--- src/rtl/ufq_pkg.sv ---
// ----------------------------------------------------------------------------
// ufq_pkg
// Types and codes shared by the urgent front queue and its storage cells.
// ----------------------------------------------------------------------------
package ufq_pkg;

  localparam int ID_W   = 16;
  localparam int AGE_W  = 8;
  localparam int SEV_W  = 4;
  localparam int STAT_W = 2;
  localparam int OCC_W  = 5;

  // Command codes
  localparam logic CMD_ENQUEUE = 1'b0;
  localparam logic CMD_DEQUEUE = 1'b1;

  // Result status codes
  localparam logic [STAT_W-1:0] STATUS_DONE  = 2'd0;
  localparam logic [STAT_W-1:0] STATUS_EMPTY = 2'd1;
  localparam logic [STAT_W-1:0] STATUS_FULL  = 2'd2;

  localparam logic [SEV_W-1:0] THRESHOLD_RESET = 4'd9;

  // One stored entry
  typedef struct packed {
    logic [ID_W-1:0]  id;
    logic [AGE_W-1:0] age;
    logic [SEV_W-1:0] sev;
  } entry_t;

  // Cell operations
  localparam logic [1:0] OP_HOLD       = 2'd0;
  localparam logic [1:0] OP_TAKE_LEFT  = 2'd1;
  localparam logic [1:0] OP_TAKE_RIGHT = 2'd2;
  localparam logic [1:0] OP_LOAD       = 2'd3;

  typedef struct packed {
    logic [1:0] op;
  } cell_ctrl_t;

endpackage

--- src/rtl/ufq_cell.sv ---
// ----------------------------------------------------------------------------
// ufq_cell
// One queue slot: holds an entry, takes it from a neighbour or from the input.
// ----------------------------------------------------------------------------
module ufq_cell (
  input  logic                clk,
  input  ufq_pkg::cell_ctrl_t ctrl,
  input  ufq_pkg::entry_t     left,
  input  ufq_pkg::entry_t     right,
  input  ufq_pkg::entry_t     load,
  output ufq_pkg::entry_t     q
);

  ufq_pkg::entry_t q_next;

  always_comb begin
    case (ctrl.op)
      ufq_pkg::OP_HOLD:       q_next = q;
      ufq_pkg::OP_TAKE_LEFT:  q_next = left;
      ufq_pkg::OP_TAKE_RIGHT: q_next = right;
      ufq_pkg::OP_LOAD:       q_next = load;
      default:                q_next = q;
    endcase
  end

  always_ff @(posedge clk) begin
    q <= q_next;
  end

endmodule

--- src/rtl/urgent_front_queue.sv ---
// ----------------------------------------------------------------------------
// urgent_front_queue
// Bounded double-ended queue with urgent entries pushed at the front.
//
// The queue holds up to QUEUE_DEPTH entries of id, age and severity in a row
// of cells, the front entry always in the first cell. An enqueue whose
// severity is at or above urgent_threshold shifts the row one cell back and
// enters at the front, so urgent entries leave last-in-first-out ahead of the
// rest; any other enqueue is written into the first free cell. A dequeue
// shifts the row one cell forward and reports the entry that left. Each item
// gives one result with a status (done, dequeue on empty, enqueue dropped
// because full), the dequeued entry (zero if none), the front entry after
// the step (zero when empty) and the occupancy, masked to five bits. For
// each item the row of cells moves and the result goes into an output
// register, so a new item is taken every cycle unless that register holds
// a result that is stalled. Write urgent_threshold only while no item is in
// flight; it resets to 9.
// ----------------------------------------------------------------------------
module urgent_front_queue #(
  parameter int QUEUE_DEPTH = 16
) (
  input  logic                          clk,
  input  logic                          rst,
  // configuration
  input  logic                          cfg_we,
  input  logic [ufq_pkg::SEV_W-1:0]     cfg_data,
  // input channel
  input  logic                          in_valid,
  output logic                          in_stall,
  input  logic                          cmd,
  input  logic [ufq_pkg::ID_W-1:0]      entry_id,
  input  logic [ufq_pkg::AGE_W-1:0]     entry_age,
  input  logic [ufq_pkg::SEV_W-1:0]     entry_severity,
  // output channel
  output logic                          out_valid,
  input  logic                          out_stall,
  output logic [ufq_pkg::STAT_W-1:0]    status,
  output logic [ufq_pkg::ID_W-1:0]      popped_id,
  output logic [ufq_pkg::AGE_W-1:0]     popped_age,
  output logic [ufq_pkg::SEV_W-1:0]     popped_severity,
  output logic                          head_valid,
  output logic [ufq_pkg::ID_W-1:0]      head_id,
  output logic [ufq_pkg::AGE_W-1:0]     head_age,
  output logic [ufq_pkg::SEV_W-1:0]     head_severity,
  output logic [ufq_pkg::OCC_W-1:0]     occupancy
);

  localparam int CNT_W = $clog2(QUEUE_DEPTH + 1);
  localparam logic [CNT_W-1:0] DEPTH_CNT = CNT_W'(QUEUE_DEPTH);

  // Threshold register
  logic [ufq_pkg::SEV_W-1:0] urgent_threshold;

  always_ff @(posedge clk) begin
    if (rst) begin
      urgent_threshold <= ufq_pkg::THRESHOLD_RESET;
    end else if (cfg_we) begin
      urgent_threshold <= cfg_data;
    end
  end

  // Handshake: take an item unless a finished result is held up
  logic accept;
  assign in_stall = out_valid & out_stall;
  assign accept   = in_valid & ~in_stall;

  // Entry count
  logic [CNT_W-1:0] count;
  logic [CNT_W-1:0] count_next;
  logic             is_empty;
  logic             is_full;
  logic             enq_ok;
  logic             deq_ok;
  logic             urgent;

  assign is_empty = (count == '0);
  assign is_full  = (count >= DEPTH_CNT);
  assign urgent   = (entry_severity >= urgent_threshold);
  assign enq_ok   = accept & (cmd == ufq_pkg::CMD_ENQUEUE) & ~is_full;
  assign deq_ok   = accept & (cmd == ufq_pkg::CMD_DEQUEUE) & ~is_empty;

  always_comb begin
    count_next = count;
    if (enq_ok) begin
      count_next = count + CNT_W'(1);
    end else if (deq_ok) begin
      count_next = count - CNT_W'(1);
    end
  end

  always_ff @(posedge clk) begin
    if (rst) begin
      count <= '0;
    end else begin
      count <= count_next;
    end
  end

  // Row of cells, cell 0 holds the front entry
  ufq_pkg::entry_t new_entry;
  ufq_pkg::entry_t cells [QUEUE_DEPTH];
  ufq_pkg::entry_t zero_entry;

  assign new_entry  = '{id: entry_id, age: entry_age, sev: entry_severity};
  assign zero_entry = '0;

  for (genvar i = 0; i < QUEUE_DEPTH; i++) begin : g_cell
    ufq_pkg::cell_ctrl_t ctrl;
    ufq_pkg::entry_t     left_in;
    ufq_pkg::entry_t     right_in;

    // Front cell takes a new urgent entry; the last cell pulls in nothing useful
    if (i == 0) begin : g_front
      assign left_in = new_entry;
    end else begin : g_mid
      assign left_in = cells[i-1];
    end
    if (i == QUEUE_DEPTH - 1) begin : g_back
      assign right_in = zero_entry;
    end else begin : g_inner
      assign right_in = cells[i+1];
    end

    always_comb begin
      if (deq_ok) begin
        ctrl.op = ufq_pkg::OP_TAKE_RIGHT;
      end else if (enq_ok && urgent) begin
        ctrl.op = ufq_pkg::OP_TAKE_LEFT;
      end else if (enq_ok && (count == CNT_W'(i))) begin
        ctrl.op = ufq_pkg::OP_LOAD;
      end else begin
        ctrl.op = ufq_pkg::OP_HOLD;
      end
    end

    ufq_cell u_cell (
      .clk   (clk),
      .ctrl  (ctrl),
      .left  (left_in),
      .right (right_in),
      .load  (new_entry),
      .q     (cells[i])
    );
  end

  // Result of this item, from the row as it stands before the shift
  logic [ufq_pkg::STAT_W-1:0] status_next;
  ufq_pkg::entry_t            popped_next;
  ufq_pkg::entry_t            head_pick;
  ufq_pkg::entry_t            head_next;
  logic [CNT_W+ufq_pkg::OCC_W-1:0] count_ext;

  always_comb begin
    status_next = ufq_pkg::STATUS_DONE;
    if (cmd == ufq_pkg::CMD_ENQUEUE) begin
      if (is_full) begin
        status_next = ufq_pkg::STATUS_FULL;
      end
    end else begin
      if (is_empty) begin
        status_next = ufq_pkg::STATUS_EMPTY;
      end
    end
  end

  assign popped_next = deq_ok ? cells[0] : zero_entry;

  always_comb begin
    if (deq_ok) begin
      head_pick = cells[1];
    end else if (enq_ok && (urgent || is_empty)) begin
      head_pick = new_entry;
    end else begin
      head_pick = cells[0];
    end
  end

  // Drop the head when nothing is left
  assign head_next = (count_next != '0) ? head_pick : zero_entry;
  assign count_ext = {{ufq_pkg::OCC_W{1'b0}}, count_next};

  // Output register
  always_ff @(posedge clk) begin
    if (rst) begin
      out_valid <= 1'b0;
    end else if (accept) begin
      out_valid <= 1'b1;
    end else if (!out_stall) begin
      out_valid <= 1'b0;
    end
  end

  always_ff @(posedge clk) begin
    if (accept) begin
      status          <= status_next;
      popped_id       <= popped_next.id;
      popped_age      <= popped_next.age;
      popped_severity <= popped_next.sev;
      head_valid      <= (count_next != '0);
      head_id         <= head_next.id;
      head_age        <= head_next.age;
      head_severity   <= head_next.sev;
      occupancy       <= count_ext[ufq_pkg::OCC_W-1:0];
    end
  end

endmodule
--- config.mk ---
export PLATFORM = sky130hd
export DESIGN_NAME = urgent_front_queue
export DESIGN_NICKNAME = d
export VERILOG_FILES = /design/src/rtl/ufq_pkg.sv /design/src/rtl/ufq_cell.sv /design/src/rtl/urgent_front_queue.sv
export SDC_FILE = /design/constraint.sdc
export NUM_CORES = 1
export LEC_CHECK = 0
export BUFFER_PORTS_ARGS = -buffer_cell sky130_fd_sc_hd__buf_2
export CAP_MARGIN = 20
export CORE_ASPECT_RATIO = 1.5
export CORE_MARGIN = 5
export CORE_UTILIZATION = 65
export DETAILED_ROUTE_END_ITERATION = 7
export GPL_TIMING_DRIVEN = 0
export PLACE_DENSITY = 0.83
export SKIP_CTS_REPAIR_TIMING = 1
export SLEW_MARGIN = 20
export SYNTH_ARGS = -nofsm -noshare
export SYNTH_HDL_FRONTEND = slang
export SYNTH_SLANG_ARGS = --single-unit
--- constraint.sdc ---
create_clock -name clk -period 11.85 [get_ports clk]
set_input_delay 1.7775 -clock clk [delete_from_list [all_inputs] [get_ports clk]]
set_output_delay 1.7775 -clock clk [all_outputs]
set_load 0.05 [all_outputs]
* After elaboration in Yosys (flattened, before gate mapping)
Cells that the tools add are included.
** Word-level totals
- Register bits after elaboration :: 522
- Bits of input ports :: 38
- Output and inout bits :: 66
- Logic and storage cells :: 249
** Cells by class
- Equality and inequality tests :: 64
- Reduce and logical (&&, ||, !) cells :: 38
- Add/subtract/negate cells :: 2
- Bitwise operators :: 10
- Multiplexer cells :: 73
- Magnitude comparators :: 2
** Operator list (count)
- $pmux W28 S3 :: 15
- $mux W2 :: 50
- $eq A2 B2 Y1 const B :: 32
- $mux W28 :: 2
- $pmux W28 S2 :: 1
- $eq A5 B4 Y1 const B :: 8
- $eq A2 B1 Y1 const B :: 16
- $logic_not A2 Y1 :: 16
- $eq A5 B3 Y1 const B :: 4
- $logic_and A1 B1 Y1 :: 18
- $eq A5 B2 Y1 const B :: 2
- $mux W5 :: 2
- $and A1 B1 Y1 :: 6
- $add A5 B1 Y5 const B :: 1
- $eq A5 B1 Y1 const B :: 1
- $ge A5 B5 Y1 const B :: 1
- $logic_not A5 Y1 :: 1
- $reduce_bool A5 Y1 :: 1
- $sub A5 B1 Y5 const B :: 1
- $ge A4 B4 Y1 :: 1
- $not A1 Y1 :: 4
- $mux W1 :: 3
- $ne A2 B1 Y1 const B :: 1
- $reduce_or A2 Y1 :: 1
- $logic_or A1 B1 Y1 :: 1

* Depth between registers and ports, before layout
Gate-level depths: netlist of the first run.
- Word-level depth :: 12
- Gate-level depth with buffers :: 11
- Depth with buffers taken out :: 7

* Cells and area by module
A second synthesis of the first run with hierarchy kept.
** Unflattened totals
- Cell total of the unflattened synthesis :: 2302
- Area total of the unflattened synthesis :: 26928.3 um^2
** By module, submodules not included
- ufq_cell :: area each 1438.9 um^2, cells each 122, times used 16
- urgent_front_queue :: area each 3906.2 um^2, cells each 350, times used 1

* Least setup slack after synthesis of the first run
OpenSTA, ideal clock, no wires.
- Path kind :: input-to-reg
- Start point :: in in_valid
- End point :: reg g_cell[0].u_cell.q[0] (netlist bit), enable pin
- Cell stages on the path :: 8
- Required time :: 11.428 ns
- Buffers on the path :: 4
- Path slack :: 6.314 ns
- Arrival :: 5.114 ns
- Cells stage by stage :: a21bo_1 buf_2 inv_2 nand3_1 buf_2 buf_2 buf_1 a21oi_1
** Between the ends
- Longest elaborated chain between the ends :: 8
- Elaborated cells on any way between the ends :: 11
** Ends and longest elaborated chain
- start, declared :: RTL line urgent_front_queue.sv:28 : input logic in_valid,
- $and A1 B1 Y1 (*) :: RTL line urgent_front_queue.sv:65 : assign accept = in_valid & ~in_stall;
- via accept :: RTL line urgent_front_queue.sv:63 : logic accept;
- $and A1 B1 Y1 (2 in series) :: RTL line urgent_front_queue.sv:79 : assign enq_ok = accept & (cmd == ufq_pkg::CMD_ENQUEUE) & ~is_full;
- $logic_and A1 B1 Y1 :: RTL line urgent_front_queue.sv:129 : end else if (enq_ok && (count == CNT_W'(i))) begin
- $mux W2 :: RTL line urgent_front_queue.sv:129
- $mux W2 :: RTL line urgent_front_queue.sv:127 : end else if (enq_ok && urgent) begin
- $mux W2 (*) :: RTL line urgent_front_queue.sv:125 : if (deq_ok) begin
- $logic_not A2 Y1 (*) :: RTL line ufq_cell.sv:17 : case (ctrl.op)
- end signal, assigned :: RTL line ufq_cell.sv:27 : q <= q_next;
- end, declared :: RTL line ufq_cell.sv:11 : output ufq_pkg::entry_t q
Mark *: on every way through the listed nets, which the timed path passes. The rest lies on a longest branch.
A chain may end at the register's enable or synchronous reset.

==> flow_summary.ini, run 1 <==
[critical_path]
reg2reg_setup_slack_ns = 7.94
r2r_end = g_cell[14].u_cell.q[8]
crit_family = buffers and inverters
worstPathCellList = buf_2 -> a21bo_1 -> buf_2 -> inv_4 -> nand2_2 -> a211oi_1 -> clkbuf_1 -> clkbuf_1 -> o21ai_0
crit_required_ns = 12.14
r2r_cells = 8
crit_path_start_kind = input port
critical_path_arrival_ns = 5.20
critPathBufInv = 5
max_stage_delay_ns = 0.63
worstPathMaxFanout = 71
worst-setup-path-type = input port to flop
reg2reg_from = out_valid
critPathSlowestCell = clkbuf_1
critPathCaptureType = flop

[timing]
fmax_ghz = 0.203
period_share = 0.415
setup_violations = 0
setup_tns_ns = 0
drv_slew = 0
min_period_ns = 4.92
worst_pin_slew_ns = 1.16
hold_violations = 0
skew_ns = 0.0142
hold_slack_ns = 0.502
max-slew-margin-rel = 0.225
rsz0062_at_grt = false

[cts]
cts_buffers = 49
clockRootBuffer = clkbuf_16
clk_pin_slew_ns = 0.07
cts.path.max_buffers = 3
h-tree-depth = 2
insertion_delay_ns = 0.58
cts_tree = done
cts_sinks = 522

[synthesis]
yosysTopAreaCellShare = 0.592
ys_seq_area_frac = 0.600
syn_nets = 2378
synthMostInstantiatedCell = edfxtp_1
yosysWarnings = 0
syn_inst = 2330
synth.distinct_cells = 66
synth.area.top_cells = edfxtp_1 59%, nand2_1 6.2%, a221o_1 5.4%
yosys.area.top_type = edfxtp_1
synth.avg_cell_area_um2 = 11.1
synth_ff_type = edfxtp_1
synth-edff-count = 512
synthArstFlopShare = 0
ys_ff_latch = 522
syn_area_um2 = 26000
synth_common_cells = 512 x edfxtp_1, 429 x nand2_1, 157 x o21ai_0

[floorplan]
initial_core_util = 0.658
die_w_um = 173
dieArea_um2 = 44100
die_height_um = 255
num_io_pins = 104
core-area_um2 = 39400
row_count = 89

[cells_and_area]
drive_gt1_frac = 0.123
nets = 2532
n_antenna_cell = 0
syn2layout_area_growth_pct = 10.4

[grt]
grt_overflow = 0
grt_max_degree = 72
grt_pass1_vias = 21200
track_usage = 0.387
grt_first_pass_wirelength_mm = 128
antenna_found_initial = 2

[outcome]
outcome = complete, no violations

[detailed_routing]
drt-vias-per-instance = 6.89
dr_total_vias = 20800
first_pass_iters = 8
drc_errors = 0
routedWlPerCell_um = 28.8
ant_nets = 0
drt_iter0_drc = 2655
postRouteWirelength_mm = 86.9

[placed_design]
port_buffers = 102
dp_hpwl_mm = 67.5
place_congestion = 0.977

[power]
p_per_area_nw_per_um2 = 190
vdd_drop_max_v = 0.000137
p_leak_nw = 11.0

[flow_run]
max_cap_violations = 0

[hold_path]
min_from = urgent_threshold[0]
min_path_cells = 2
hold_path_end = urgent_threshold[0]
hp-class = flop to flop
[cell usage in the layout (no fill, tap or decap), drive strengths merged, types with 2 or more instances in the layout]
master  netlist  routed
nor3b         2       2
o211a         9       9
ha           10      10
a211oi        5       5
o21a          2       2
bufinv        0       3
or2           2       2
and2         53      53
a21oi         5       5
and3        121     121
a31o          5       5
clkinv        0      16
mux2i        31      31
a211o         3       3
clkbuf      126     192
nor2        134     134
nand2       430     430
a31oi       140     140
o21ai       171     171
nand2b        2       2
nor4b         2       2
o22ai         2       2
dfxtp        10      10
o211ai        7       7
a221o       140     140
a22oi       140     140
nand3        87      87
inv          41      42
a21o         10      10
or4b          3       3
edfxtp      512     512
buf         109     212
[layout make-up]
type / count / area (um^2)
flip-flops and latches: 522 / 15600
fillers: 2824 / 10800
multi-input cells: 1532 / 9050
clock buffers: 66 / 1330
plain buffers: 235 / 1190
well taps: 500 / 626
repair buffers: 103 / 538
clock inverters: 21 / 178
inverters: 41 / 156
[logic make-up (layout without fill, tap and decap cells)]
| kind of cell | count (synthesis) | in the layout | share of synthesized area |
|---|---|---|---|
| AND/OR/NAND/NOR | 843 | 843 | 0.147 |
| flip-flops | 522 | 522 | 0.600 |
| AO/OA/AOI/OAI | 647 | 647 | 0.184 |
| adder cells (fa/ha/maj) | 10 | 10 | 0.00482 |
| XOR/XNOR | 1 | 1 | 0.000338 |
| multiplexers | 31 | 31 | 0.0120 |
| buffers and inverters | 276 | 466 | 0.0519 |
[worst max path at each step]
stage              start  slack, ns                 endpoint  depth (start not counted)
2_1_floorplan   in_valid       6.31    g_cell[0].u_cell.q[0]                          8
3_3_place_gp   out_stall       4.41    g_cell[0].u_cell.q[1]                          9
3_5_place_dp   out_stall       6.22  g_cell[11].u_cell.q[23]                          8
4_1_cts        out_stall       6.84  g_cell[10].u_cell.q[25]                          8
5_1_grt         in_valid       6.85  g_cell[14].u_cell.q[10]                          9
6_report       out_stall       6.93   g_cell[14].u_cell.q[8]                          9
[through the flow]
stage          utilization  power (mW)  cells  setup WS, ns  instance area, um^2
2_1_floorplan            -        3.44   2330          6.31                26000
3_3_place_gp         0.687        3.84   2932          4.41                27100
3_5_place_dp         0.688        3.89   2933          6.22                27100
4_1_cts              0.727        5.41   3020          6.84                28600
5_1_grt              0.727        5.62   3020          6.85                28700
6_report             0.727        5.46   3020          6.93                28700
[flip-flops by register name, summed over array words and instances (netlist names), 5 cells and up]
register         cells
popped_id           16
occupancy            5
head_age             8
g_cell.u_cell.q    448
popped_age           8
count                5
head_id             16
[where the power goes]
group | switching, mW | total (mW) | internal, mW
Combinational | 0.892 | 1.28 | 0.384
Clock | 0.696 | 1.55 | 0.852
Sequential | 0.173 | 2.63 | 2.46
[worst min-delay path, stage by stage (launching register included)]
cell and delay (ns):
dfxtp_1 0.34, mux2i_1 0.07, nand2_1 0.06
[layer usage]
layer	GRT usage	routed length, um	up-vias
met4	0.290	7610	2
met3	0.0722	8190	337
met1	0.420	27900	9847
li1	-	-	9155
met5	0	18	-
met2	0.677	43100	1477
(Power assumes the default switching activity.)
==> run 2: changes to the inputs <==
Settings changed: CORE_UTILIZATION 65 to 62, PLACE_DENSITY 0.83 to 0.8.
Clock period 11.85 ns to 4.9 ns, I/O delays scaled along.
==> run 2 against run 1 <==
Die area increased by 4.6%. Non-clock buffer count increased by 1. Combinational power increased by 140%. Via count increased by 0.35%. Register-to-register slack got worse by 7.0 ns. Largest power group unchanged. Cell count increased by 2.1%. Critical endpoint is now g_cell[14].u_cell.q[23]. Core utilization decreased by 2.5 points. Routed wire length increased by 0.61%. Clock skew increased by 0.0077 ns. Design area increased by 1.2%. First-iteration DRC count decreased by 6.1%. Critical path type is now flop to flop. Critical path depth decreased by 1.
==> flow_summary.ini, run 2 (synthesis gave the netlist of run 1 again) <==
[timing]
fmax_ghz = 0.254
setup_ws_ns = 0.957
period_share = 0.805
setup_tns_ns = 0
skew_ns = 0.0219
setup_violations = 0
drv_slew = 0
max-slew-margin-rel = 0.202
min_period_ns = 3.94
worst_pin_slew_ns = 1.19
rsz0062_at_grt = false
hold_violations = 0

[cells_and_area]
top_regs = g_cell.u_cell.q x448, head_id x16, popped_id x16
mostFrequentLayoutCells = 512 x edfxtp_1, 429 x nand2_1, 164 x buf_2, 157 x o21ai_0
top_register = g_cell.u_cell.q
n_antenna_cell = 0
nets = 2535
drive_gt1_frac = 0.127
largest_reg_flops = 448
layout_commonest_cell = edfxtp_1
syn2layout_area_growth_pct = 11.8

[detailed_routing]
drc_errors = 0
postRouteWirelength_mm = 87.4
ant_nets = 0
drt-vias-per-instance = 6.77
drt_iter0_drc = 2492
first_pass_iters = 6
routedWlPerCell_um = 28.3
dr_total_vias = 20900

[cts]
insertion_delay_ns = 0.59
cts_buffers = 51
cts.path.max_buffers = 3
h-tree-depth = 2
cts_sinks = 522
cts_tree = done
clockRootBuffer = clkbuf_16
clk_pin_slew_ns = 0.06

[grt]
grt_max_degree = 72
grt_first_pass_wirelength_mm = 127
grt_overflow = 0
antenna_found_initial = 2
grt_pass1_vias = 20900
track_usage = 0.369

[placed_design]
port_buffers = 102
pre_cts_ws_ns = 0.319
place_congestion = 1.02
dp_hpwl_mm = 67.5

[flow_run]
max_cap_violations = 0

[outcome]
outcome = complete, no violations

[floorplan]
dieArea_um2 = 46100
die_height_um = 261
core-area_um2 = 41300
row_count = 91
die_w_um = 177
initial_core_util = 0.628
num_io_pins = 104

[hold_path]
hp-class = input port to flop
min_path_cells = 3

[critical_path]
crit_path_start_kind = flop
crit_required_ns = 5.17
critical_path_arrival_ns = 4.22
worst-setup-path-type = flop to flop
worstPathMaxFanout = 71
r2r_cells = 8
critPathCaptureType = flop

[power]
p_leak_nw = 11.1
vdd_drop_max_v = 0.000364
finalPower_mw = 13.7
p_per_area_nw_per_um2 = 473
run 2: changes by cell type in the layout (fill, tap and decap cells not counted):
cell / delta
clkbuf_1: -8
clkbuf_4: +1
clkinv_1: +3
bufinv_16: +8
clkinvlp_4: +2
a21o_1: +1
a21o_2: -1
clkinv_2: -1
clkbuf_16: +2
inv_6: -1
run 2: power by group:
part           internal [mW]  leakage, nW  switching [mW]
clock                   2.54        0.864            1.75
sequential              5.95         4.87           0.414
combinational          0.928         5.40            2.14
total                   9.42         11.1            4.30
run 2: area by class of cell:
class | count | area [um^2]
fill | 3002 | 12300
buffer | 235 | 1190
multi-input combinational | 1532 | 9050
inverter | 41 | 156
clock buffer | 60 | 1350
sequential | 522 | 15600
clock inverter | 32 | 430
tap | 558 | 698
timing repair buffer | 104 | 546
run 2: worst paths after layout:
path                                           from                 endpoint  slack (ns)
worst max-delay path                      out_valid  g_cell[14].u_cell.q[23]        0.96
worst min-delay path                    cfg_data[0]      urgent_threshold[0]        0.39
worst max register to register            out_valid  g_cell[14].u_cell.q[23]        0.96
worst min register to register  urgent_threshold[3]      urgent_threshold[3]        0.55
run 2: metrics by stage:
step,cells,utilization,area (um^2),hold slack (ns)
global route,3084,0.702,29000,0.394
floorplan,2330,-,26000,0.445
global placement,2990,0.657,27200,0.480
detailed placement,2991,0.658,27200,0.537
CTS,3083,0.701,29000,0.381
finish,3084,0.702,29000,0.389
run 2: critical path, cell delays in order (launching register included):
cell	delay (ns)
dfxtp_1	0.32
a21bo_1	0.17
buf_2	0.20
inv_4	0.61
nand2_2	0.30
a211oi_1	0.59
clkbuf_1	0.53
clkbuf_1	0.64
o21ai_0	0.27
run 2: layer usage:
metal / share of wire / GRT usage / vias to the layer above / routed length, um
li1: - / - / 9148 / -
met3: 0.090 / 0.0609 / 351 / 7850
met5: 0.00015 / 0 / - / 13
met1: 0.33 / 0.407 / 9951 / 28500
met2: 0.50 / 0.640 / 1439 / 43400
met4: 0.087 / 0.271 / 2 / 7570
